==> config.mk <==
export PLATFORM = sky130hd
export DESIGN_NAME = framebuffer_dirty_bounding_box_unit
export DESIGN_NICKNAME = d
export VERILOG_FILES = /design/src/hw/rtl/fdbb_pkg.sv /design/src/hw/rtl/framebuffer_dirty_bounding_box_unit.sv /design/src/hw/rtl/fdbb_front.sv /design/src/hw/rtl/fdbb_queue.sv /design/src/hw/rtl/fdbb_back.sv
export SDC_FILE = /design/constraint.sdc
export NUM_CORES = 2
export LEC_CHECK = 0
export ABC_AREA = 1
export BUFFER_PORTS_ARGS = -buffer_cell sky130_fd_sc_hd__buf_2
export CAP_MARGIN = 10
export CORE_MARGIN = 2
export CORE_UTILIZATION = 55
export CTS_BUF_LIST = sky130_fd_sc_hd__clkbuf_4 sky130_fd_sc_hd__clkbuf_8
export DETAILED_ROUTE_END_ITERATION = 10
export PLACE_DENSITY = 0.71
export SLEW_MARGIN = 25
export SYNTH_ARGS = -nofsm -noshare
export SYNTH_HDL_FRONTEND = slang
export SYNTH_SLANG_ARGS = --single-unit
==> constraint.sdc <==
create_clock -name clk -period 31.3 [get_ports clk]
set_clock_uncertainty 0.1 [all_clocks]
set_input_delay 3.13 -clock clk [delete_from_list [all_inputs] [get_ports clk]]
set_output_delay 3.13 -clock clk [all_outputs]
set_load 0.01 [all_outputs]
==> src/hw/rtl/fdbb_pkg.sv <==
// Shared types and constants for the framebuffer dirty bounding box unit.
`default_nettype none

package fdbb_pkg;

  localparam int CFG_W    = 12;
  localparam int COL_W    = 9;
  localparam int ROW_W    = 12;
  localparam int CNT_W    = 22;
  localparam int EXPECT_W = COL_W + ROW_W;

  localparam logic [CNT_W-1:0] CNT_MAX = '1;
  localparam logic [ROW_W-1:0] ROW_MAX = '1;

  // power-on panel geometry
  localparam int RESET_WIDTH  = 1448;
  localparam int RESET_HEIGHT = 1072;
  localparam int CFG_MAX      = 4095;

  localparam int QUEUE_DEPTH = 4;

  typedef enum logic {
    REG_PANEL_WIDTH  = 1'b0,
    REG_PANEL_HEIGHT = 1'b1
  } cfg_reg_t;

  // Everything the back end needs to close out one frame.
  typedef struct packed {
    logic [COL_W-1:0] min_col;
    logic [COL_W-1:0] max_col;
    logic [ROW_W-1:0] min_row;
    logic [ROW_W-1:0] max_row;
    logic [CNT_W-1:0] diff_count;
    logic [CNT_W-1:0] byte_total;
    logic             have_prev;
    logic [CFG_W-1:0] width;
    logic [CFG_W-1:0] height;
  } frame_sum_t;

endpackage

`default_nettype wire

==> src/hw/rtl/framebuffer_dirty_bounding_box_unit.sv <==
// Top level of the framebuffer dirty bounding box unit.
//
//   channel   direction  handshake              word
//   cfg       in         cfg_valid/cfg_ready    cfg_index, cfg_data
//   in        in         in_valid/in_ready      prev_byte, cur_byte, have_previous, frame_last
//   out       out        out_valid/out_ready    region_x/y/width/height, changed_bytes
//
// One byte pair per cycle while in_ready is high; the front end registers its counters and
// min/max trackers per byte. A frame's summary passes the queue write, then s1, s2, s3
// and the output register, before out_valid rises.
// cfg_ready is always high; a write applies at once, min trackers reseed at the frame clear.
// Reset (rst, synchronous) restores 1448 x 1072 and clears frame state and the queue.
// An output stall holds the back end; in_ready drops only when the four-entry queue fills.
`default_nettype none

module framebuffer_dirty_bounding_box_unit #(
  parameter int MAX_WIDTH  = 4096,
  parameter int MAX_HEIGHT = 4096
) (
  input  logic                          clk,
  input  logic                          rst,
  // configuration
  input  logic                          cfg_valid,
  output logic                          cfg_ready,
  input  logic                          cfg_index,
  input  logic [fdbb_pkg::CFG_W-1:0]    cfg_data,
  // byte stream
  input  logic                          in_valid,
  output logic                          in_ready,
  input  logic [7:0]                    prev_byte,
  input  logic [7:0]                    cur_byte,
  input  logic                          have_previous,
  input  logic                          frame_last,
  // dirty region
  output logic                          out_valid,
  input  logic                          out_ready,
  output logic [fdbb_pkg::CFG_W-1:0]    region_x,
  output logic [fdbb_pkg::CFG_W-1:0]    region_y,
  output logic [fdbb_pkg::CFG_W-1:0]    region_width,
  output logic [fdbb_pkg::CFG_W-1:0]    region_height,
  output logic [fdbb_pkg::CNT_W-1:0]    changed_bytes
);
  import fdbb_pkg::*;

  logic       take;
  logic       q_push;
  logic       q_full;
  logic       q_pop;
  logic       q_empty;
  frame_sum_t q_in;
  frame_sum_t q_head;

  assign cfg_ready = 1'b1;
  assign in_ready  = !q_full;
  assign take      = in_valid && in_ready;

  // accumulate per byte; frame summary pushed on the last word
  fdbb_front #(
    .MAX_WIDTH  (MAX_WIDTH),
    .MAX_HEIGHT (MAX_HEIGHT)
  ) u_front (
    .clk           (clk),
    .rst           (rst),
    .cfg_we        (cfg_valid && cfg_ready),
    .cfg_sel       (cfg_reg_t'(cfg_index)),
    .cfg_data      (cfg_data),
    .take          (take),
    .prev_byte     (prev_byte),
    .cur_byte      (cur_byte),
    .have_previous (have_previous),
    .frame_last    (frame_last),
    .push          (q_push),
    .push_data     (q_in)
  );

  // decouples the byte stream from output stalls
  fdbb_queue u_queue (
    .clk       (clk),
    .rst       (rst),
    .push      (q_push),
    .push_data (q_in),
    .full      (q_full),
    .pop       (q_pop),
    .empty     (q_empty),
    .head      (q_head)
  );

  // close-out: geometry check, area compare, final select
  fdbb_back u_back (
    .clk           (clk),
    .rst           (rst),
    .head          (q_head),
    .empty         (q_empty),
    .pop           (q_pop),
    .out_valid     (out_valid),
    .out_ready     (out_ready),
    .region_x      (region_x),
    .region_y      (region_y),
    .region_width  (region_width),
    .region_height (region_height),
    .changed_bytes (changed_bytes)
  );

endmodule

`default_nettype wire

==> src/hw/rtl/fdbb_front.sv <==
// Front end: geometry registers and per-byte bounding box accumulation.
`default_nettype none

module fdbb_front #(
  parameter int MAX_WIDTH  = 4096,
  parameter int MAX_HEIGHT = 4096
) (
  input  logic                         clk,
  input  logic                         rst,
  input  logic                         cfg_we,
  input  fdbb_pkg::cfg_reg_t           cfg_sel,
  input  logic [fdbb_pkg::CFG_W-1:0]   cfg_data,
  input  logic                         take,
  input  logic [7:0]                   prev_byte,
  input  logic [7:0]                   cur_byte,
  input  logic                         have_previous,
  input  logic                         frame_last,
  output logic                         push,
  output fdbb_pkg::frame_sum_t         push_data
);
  import fdbb_pkg::*;

  localparam logic [CFG_W-1:0] W_LIMIT =
    (MAX_WIDTH >= CFG_MAX) ? CFG_W'(CFG_MAX) : CFG_W'(MAX_WIDTH);
  localparam logic [CFG_W-1:0] H_LIMIT =
    (MAX_HEIGHT >= CFG_MAX) ? CFG_W'(CFG_MAX) : CFG_W'(MAX_HEIGHT);
  localparam logic [CFG_W-1:0] W_RESET =
    (RESET_WIDTH > MAX_WIDTH) ? W_LIMIT : CFG_W'(RESET_WIDTH);
  localparam logic [CFG_W-1:0] H_RESET =
    (RESET_HEIGHT > MAX_HEIGHT) ? H_LIMIT : CFG_W'(RESET_HEIGHT);

  logic [CFG_W-1:0] panel_width;
  logic [CFG_W-1:0] panel_height;

  logic [COL_W-1:0] col;
  logic [ROW_W-1:0] row;
  logic [COL_W-1:0] min_col;
  logic [COL_W-1:0] max_col;
  logic [ROW_W-1:0] min_row;
  logic [ROW_W-1:0] max_row;
  logic [CNT_W-1:0] diff_count;
  logic [CNT_W-1:0] byte_total;

  logic [COL_W-1:0] row_bytes;
  logic             diff;
  logic             wrap;
  logic [COL_W-1:0] col_next;
  logic [ROW_W-1:0] row_next;
  logic [COL_W-1:0] min_col_next;
  logic [COL_W-1:0] max_col_next;
  logic [ROW_W-1:0] min_row_next;
  logic [ROW_W-1:0] max_row_next;
  logic [CNT_W-1:0] diff_count_next;
  logic [CNT_W-1:0] byte_total_next;

  // geometry registers, clamped on write
  always_ff @(posedge clk) begin
    if (rst) begin
      panel_width  <= W_RESET;
      panel_height <= H_RESET;
    end else if (cfg_we) begin
      unique case (cfg_sel)
        REG_PANEL_WIDTH:  panel_width  <= (cfg_data > W_LIMIT) ? W_LIMIT : cfg_data;
        REG_PANEL_HEIGHT: panel_height <= (cfg_data > H_LIMIT) ? H_LIMIT : cfg_data;
        default: ;
      endcase
    end
  end

  always_comb begin
    row_bytes = panel_width[CFG_W-1:3];
    diff      = (prev_byte != cur_byte);
    wrap      = ({1'b0, col} + (COL_W+1)'(1)) >= {1'b0, row_bytes};
    col_next  = wrap ? '0 : col + COL_W'(1);
    row_next  = (wrap && (row != ROW_MAX)) ? row + ROW_W'(1) : row;

    diff_count_next = (diff && (diff_count != CNT_MAX)) ? diff_count + CNT_W'(1)
                                                        : diff_count;
    byte_total_next = (byte_total != CNT_MAX) ? byte_total + CNT_W'(1) : byte_total;
    min_col_next    = (diff && (col < min_col)) ? col : min_col;
    max_col_next    = (diff && (col > max_col)) ? col : max_col;
    min_row_next    = (diff && (row < min_row)) ? row : min_row;
    max_row_next    = (diff && (row > max_row)) ? row : max_row;

    push                 = take && frame_last;
    push_data.min_col    = min_col_next;
    push_data.max_col    = max_col_next;
    push_data.min_row    = min_row_next;
    push_data.max_row    = max_row_next;
    push_data.diff_count = diff_count_next;
    push_data.byte_total = byte_total_next;
    push_data.have_prev  = have_previous;
    push_data.width      = panel_width;
    push_data.height     = panel_height;
  end

  // per-frame state; min trackers start from the geometry seen at clear time
  always_ff @(posedge clk) begin
    if (rst) begin
      col        <= '0;
      row        <= '0;
      min_col    <= W_RESET[CFG_W-1:3];
      max_col    <= '0;
      min_row    <= H_RESET;
      max_row    <= '0;
      diff_count <= '0;
      byte_total <= '0;
    end else if (take) begin
      if (frame_last) begin
        col        <= '0;
        row        <= '0;
        min_col    <= row_bytes;
        max_col    <= '0;
        min_row    <= panel_height;
        max_row    <= '0;
        diff_count <= '0;
        byte_total <= '0;
      end else begin
        col        <= col_next;
        row        <= row_next;
        min_col    <= min_col_next;
        max_col    <= max_col_next;
        min_row    <= min_row_next;
        max_row    <= max_row_next;
        diff_count <= diff_count_next;
        byte_total <= byte_total_next;
      end
    end
  end

endmodule

`default_nettype wire

==> src/hw/rtl/fdbb_queue.sv <==
// Short queue of frame summaries between front and back ends.
`default_nettype none

module fdbb_queue (
  input  logic                  clk,
  input  logic                  rst,
  input  logic                  push,
  input  fdbb_pkg::frame_sum_t  push_data,
  output logic                  full,
  input  logic                  pop,
  output logic                  empty,
  output fdbb_pkg::frame_sum_t  head
);
  import fdbb_pkg::*;

  localparam int PTR_W   = $clog2(QUEUE_DEPTH);
  localparam int COUNT_W = $clog2(QUEUE_DEPTH + 1);

  frame_sum_t         slots [QUEUE_DEPTH];
  logic [PTR_W-1:0]   wr_ptr;
  logic [PTR_W-1:0]   rd_ptr;
  logic [COUNT_W-1:0] count;

  assign full  = (count == COUNT_W'(QUEUE_DEPTH));
  assign empty = (count == '0);
  assign head  = slots[rd_ptr];

  always_ff @(posedge clk) begin
    if (push) begin
      slots[wr_ptr] <= push_data;
    end
  end

  always_ff @(posedge clk) begin
    if (rst) begin
      wr_ptr <= '0;
      rd_ptr <= '0;
      count  <= '0;
    end else begin
      if (push) wr_ptr <= wr_ptr + PTR_W'(1);
      if (pop)  rd_ptr <= rd_ptr + PTR_W'(1);
      if (push && !pop)      count <= count + COUNT_W'(1);
      else if (pop && !push) count <= count - COUNT_W'(1);
    end
  end

`ifndef SYNTH
  a_no_overflow: assert property (@(posedge clk) disable iff (rst) push |-> (!full || pop))
    else $error("queue push while full");
  a_no_underflow: assert property (@(posedge clk) disable iff (rst) pop |-> !empty)
    else $error("queue pop while empty");
  a_count_range: assert property (@(posedge clk) disable iff (rst)
    count <= COUNT_W'(QUEUE_DEPTH))
    else $error("queue count out of range");
`endif

endmodule

`default_nettype wire

==> src/hw/rtl/fdbb_back.sv <==
// Back end: frame close-out pipeline (box size, area compare, case select).
`default_nettype none

module fdbb_back (
  input  logic                          clk,
  input  logic                          rst,
  input  fdbb_pkg::frame_sum_t          head,
  input  logic                          empty,
  output logic                          pop,
  output logic                          out_valid,
  input  logic                          out_ready,
  output logic [fdbb_pkg::CFG_W-1:0]    region_x,
  output logic [fdbb_pkg::CFG_W-1:0]    region_y,
  output logic [fdbb_pkg::CFG_W-1:0]    region_width,
  output logic [fdbb_pkg::CFG_W-1:0]    region_height,
  output logic [fdbb_pkg::CNT_W-1:0]    changed_bytes
);
  import fdbb_pkg::*;

  localparam int DIM_W   = CFG_W + 1;       // box width/height, up to 4096
  localparam int BOX_W   = 2 * DIM_W;
  localparam int PANEL_W = 2 * CFG_W;
  localparam int CMP_W   = BOX_W + 7;       // room for times 100 and times 65

  logic en;

  // stage 1: box extents
  logic             s1_valid;
  frame_sum_t       s1;
  logic [DIM_W-1:0] s1_rw;
  logic [DIM_W-1:0] s1_rh;

  // stage 2: products
  logic                s2_valid;
  frame_sum_t          s2;
  logic [DIM_W-1:0]    s2_rw;
  logic [DIM_W-1:0]    s2_rh;
  logic [BOX_W-1:0]    s2_box;
  logic [PANEL_W-1:0]  s2_panel;
  logic [EXPECT_W-1:0] s2_expect;

  // stage 3: flags
  logic             s3_valid;
  frame_sum_t       s3;
  logic [DIM_W-1:0] s3_rw;
  logic [DIM_W-1:0] s3_rh;
  logic             s3_bad;
  logic             s3_large;

  logic [CMP_W-1:0] box_scaled;
  logic [CMP_W-1:0] panel_scaled;
  logic             bad;

  assign en  = !out_valid || out_ready;
  assign pop = en && !empty;

  always_comb begin
    box_scaled   = (CMP_W'(s2_box) << 6) + (CMP_W'(s2_box) << 5) + (CMP_W'(s2_box) << 2);
    panel_scaled = (CMP_W'(s2_panel) << 6) + CMP_W'(s2_panel);
    bad = (s2.width == '0) || (s2.height == '0) || (s2.width[CFG_W-1:3] == '0) ||
          (s2.byte_total == CNT_MAX) || (s2.byte_total != CNT_W'(s2_expect));
  end

  always_ff @(posedge clk) begin
    if (rst) begin
      s1_valid  <= 1'b0;
      s2_valid  <= 1'b0;
      s3_valid  <= 1'b0;
      out_valid <= 1'b0;
    end else if (en) begin
      s1_valid  <= !empty;
      s2_valid  <= s1_valid;
      s3_valid  <= s2_valid;
      out_valid <= s3_valid;
    end
  end

  always_ff @(posedge clk) begin
    if (en) begin
      s1    <= head;
      s1_rw <= {(COL_W+1)'(head.max_col - head.min_col) + (COL_W+1)'(1), 3'b000};
      s1_rh <= DIM_W'(head.max_row - head.min_row) + DIM_W'(1);

      s2        <= s1;
      s2_rw     <= s1_rw;
      s2_rh     <= s1_rh;
      s2_box    <= BOX_W'(s1_rw) * BOX_W'(s1_rh);
      s2_panel  <= PANEL_W'(s1.width) * PANEL_W'(s1.height);
      s2_expect <= EXPECT_W'(s1.width[CFG_W-1:3]) * EXPECT_W'(s1.height);

      s3       <= s2;
      s3_rw    <= s2_rw;
      s3_rh    <= s2_rh;
      s3_bad   <= bad;
      s3_large <= (box_scaled >= panel_scaled);

      if (s3_bad) begin
        region_x      <= '0;
        region_y      <= '0;
        region_width  <= s3.width;
        region_height <= s3.height;
        changed_bytes <= '0;
      end else if (!s3.have_prev) begin
        region_x      <= '0;
        region_y      <= '0;
        region_width  <= s3.width;
        region_height <= s3.height;
        changed_bytes <= s3.byte_total;
      end else if (s3.diff_count == '0) begin
        region_x      <= '0;
        region_y      <= '0;
        region_width  <= '0;
        region_height <= '0;
        changed_bytes <= '0;
      end else if (s3_large) begin
        region_x      <= '0;
        region_y      <= '0;
        region_width  <= s3.width;
        region_height <= s3.height;
        changed_bytes <= s3.diff_count;
      end else begin
        region_x      <= {s3.min_col, 3'b000};
        region_y      <= s3.min_row;
        region_width  <= s3_rw[CFG_W-1:0];
        region_height <= s3_rh[CFG_W-1:0];
        changed_bytes <= s3.diff_count;
      end
    end
  end

`ifndef SYNTH
  a_x_has_width: assert property (@(posedge clk) disable iff (rst)
    (out_valid && (region_x != '0)) |-> (region_width != '0))
    else $error("offset box with zero width");
  a_y_has_height: assert property (@(posedge clk) disable iff (rst)
    (out_valid && (region_y != '0)) |-> (region_height != '0))
    else $error("offset box with zero height");
`endif

endmodule

`default_nettype wire
==> results.toml <==
[outcome]
status = "completed"

[worst_setup_path]
r2r_cells = 15
rr_endpoint = "u_back.s2_panel[22]$_DFFE_PP_"
path_class = "in -> reg"
path_max_fanout = 58
cpPeakStageDelay_ps = 790
crit_path_start_kind = "primary input"
required_ps = 31640
crit_slowest_cell = "buf_4"
worstPathCellList = "buf_2 -> inv_1 -> nor2_1 -> inv_1 -> buf_4 -> nor2_4 -> buf_4 -> buf_4"
endpoint = "u_queue.slots[0][51]$_DFFE_PP_"
cp-startpoint = "frame_last"
r2r-start = "u_back.s1[16]$_DFFE_PP_"
endpoint_kind = "flip-flop"
worstPathArrival_ps = 6400
r2r_setup_slack_ps = 25810
cp_common_cell = "buf_4"

[global_routing]
antenna_found_initial = 2
grt_pass1_wl_um = 200600
grt_usage_pct = 23.70
grt_max_degree = 199
grt.overflow.total = 0
grt_pass1_vias = 37810

[clocking]
root_buffer = "clkbuf_8"
cts_tree = "built"
cts_buffer_depth = 3
post_cts_buffers = 0
clk_pin_slew_ps = 60
cts_hold_buf = 0
cts-buffers-inserted = 165
cts-resized-gates = 0
clock_latency_ps = 840
cts_htree_levels = 4
clock-sinks = 1060

[timing]
period_share_pct = 19.34
fmaxAchievable_ghz = 0.1652
relSlewSlack_pct = 27.65
post-route-min-period_ps = 6054
tightest_slew_ps = 1085
rsz0062_at_grt = "false"
setup_tns_ps = 0
drv_slew = 0
hold_viol = 0
setup_viol = 0

[route]
firstDrtPassIters = 7
wirelength_um = 125000
viasPerCell = 5.427
dr_total_vias = 38320
drt_iter0_drc = 3149
ant_nets = 0
wl_per_cell_um = 17.71
remaining_drc_errors = 0

[layout]
layout_commonest_cell = "nand2_1"
final_cell_mix = "nand2_1 (959), edfxtp_1 (916), inv_1 (846), nor2_1 (362), ha_1 (330)"
syn_to_final_growth_pct = 8.555
drive_gt1_share_pct = 7.906
nets = 6185

[run]
maxCapViolations = 0

[synth]
synth_top_family_by_area = "adder cells"
ys_types = 55
netlist_instances = 5443
ys_warn_count = 0
ys_seq_area_share_pct = 52.96
synth_compound_gate_area_share_pct = 8.378
synth_xor_xnor_area_share_pct = 2.503
synth_adder_area_share_pct = 16.76
synth_edf_count = 916
synth_seq_cells = 1060
synth.area.mux_share_pct = 0
yosysTopAreaCell = "edfxtp_1"
yosysTopAreaCellShare_pct = 47.94
yosys-top-cells-area = "edfxtp_1 (48%), fa_1 (9.6%), ha_1 (7.2%)"
synthSimpleGateAreaFrac_pct = 12.36
ys_async_sr_fraction_pct = 0
netlist_area_um2 = 57380
postSynthAreaPerCell_um2 = 10.54
yosys_most_used_dff = "edfxtp_1"

[placed_design]
dp_hpwl_um = 88240
portBuffers = 104
gp_congestion = 0.9096

[min_path]
hold_path.class = "reg -> reg"
hold_depth = 0

[floorplanning]
chipWidth_um = 327.0
rows = 118
pin_count = 109
die-area_um2 = 106900
die_h_um = 327.0
coreArea_um2 = 103500
start_util_pct = 55.44
[cells by family after synthesis]
group	after synthesis
compound gates	863
xor+xnor	164
fa+ha+maj	604
buf+inv	1052
flops	1060
other cells	2
simple gates	1698
[worst min path at each step]
stage | startpoint | endpoint | slack (ps)
finish | u_back.s2[90]$_DFFE_PP_ | u_back.s3[90]$_DFFE_PP_ | 300
global route | u_back.s2[110]$_DFFE_PP_ | u_back.s3[110]$_DFFE_PP_ | 310
CTS | u_back.s2[90]$_DFFE_PP_ | u_back.s3[90]$_DFFE_PP_ | 310
detailed placement | u_back.s1[110]$_DFFE_PP_ | u_back.s2[110]$_DFFE_PP_ | 300
global placement | u_back.s1[32]$_DFFE_PP_ | u_back.s2[32]$_DFFE_PP_ | 300
floorplan | u_back.s1[102]$_DFFE_PP_ | u_back.s2[102]$_DFFE_PP_ | 300
[flip-flops by register name, indices dropped and copies added (netlist names), 13 cells and up, named ones only]
register,cells
u_back.s2_expect,21
u_queue.slots,444
u_back.s1,90
u_back.s2,90
u_front.diff_count,22
u_back.s1_rh,13
u_back.s3,90
u_front.byte_total,22
u_back.s2_box,23
u_back.s2_panel,24
u_back.changed_bytes,22
[worst max-delay path: cells and delay by family]
kind / cells / cell delay (ps)
simple gates: 2 / 740
buf+inv: 6 / 2440
[layout make-up]
type	instances	area (um2)
fill	8416	41210
sequential	1060	30390
multi-input combinational	3333	23020
inverter	856	3229
clock buffer	221	2704
tap	1380	1727
timing repair buffer	129	726.9
clock inverter	80	484.2
antenna	2	5.005
[layer usage]
| layer | wire (um) | track usage, % |
|---|---|---|
| met1 | 55480 | 33.88 |
| met3 | 8922 | 4.106 |
| met5 | 0 | 0 |
| met2 | 57600 | 37.48 |
| met4 | 3013 | 6.891 |
[cells in the mapped netlist (3+ instances only)]
master     instances
xor2_1           114
a211oi_1           4
a21oi_1          316
o22ai_1          130
nor4_1            24
buf_1              6
edfxtp_1         916
inv_1            848
nor2_1           367
nand4_1           64
a22o_1             4
nand3b_1           7
o2111ai_1          4
inv_2              5
o21ai_1           10
o211ai_1           6
nand2_2           20
nor2_2             4
o21ai_2            3
a21o_1            15
a21oi_2            3
o21a_1             8
clkbuf_1         160
and2_1            36
a32oi_1           19
a31oi_1            9
xnor2_1           50
a221oi_1           9
o21bai_1          14
buf_4              7
nand2_1          960
nand3_2            3
o31ai_1            5
a21boi_0           4
ha_1             330
buf_2             19
dfxtp_1          144
o21ai_0          296
nand3_1          162
nor3_1            41
buf_6              4
fa_1             274
[metrics by stage]
stage          instances  setup WS, ps  utilization (%)  area [um2]  hold slack [ps]
2_1_floorplan       5445         18030                -       57390            300.3
3_3_place_gp        6758         24430            57.09       59080            300.9
3_5_place_dp        6758         24330            57.09       59080            304.5
4_1_cts             7059         25230            60.17       62270            310.9
5_1_grt             7060         24990            60.18       62280            313.8
6_report            7061         25250            60.18       62290            302.6
Power is left out: the tool's default activity adds up to more than one toggle a clock period on the data nets, which glitch-free logic cannot reach.
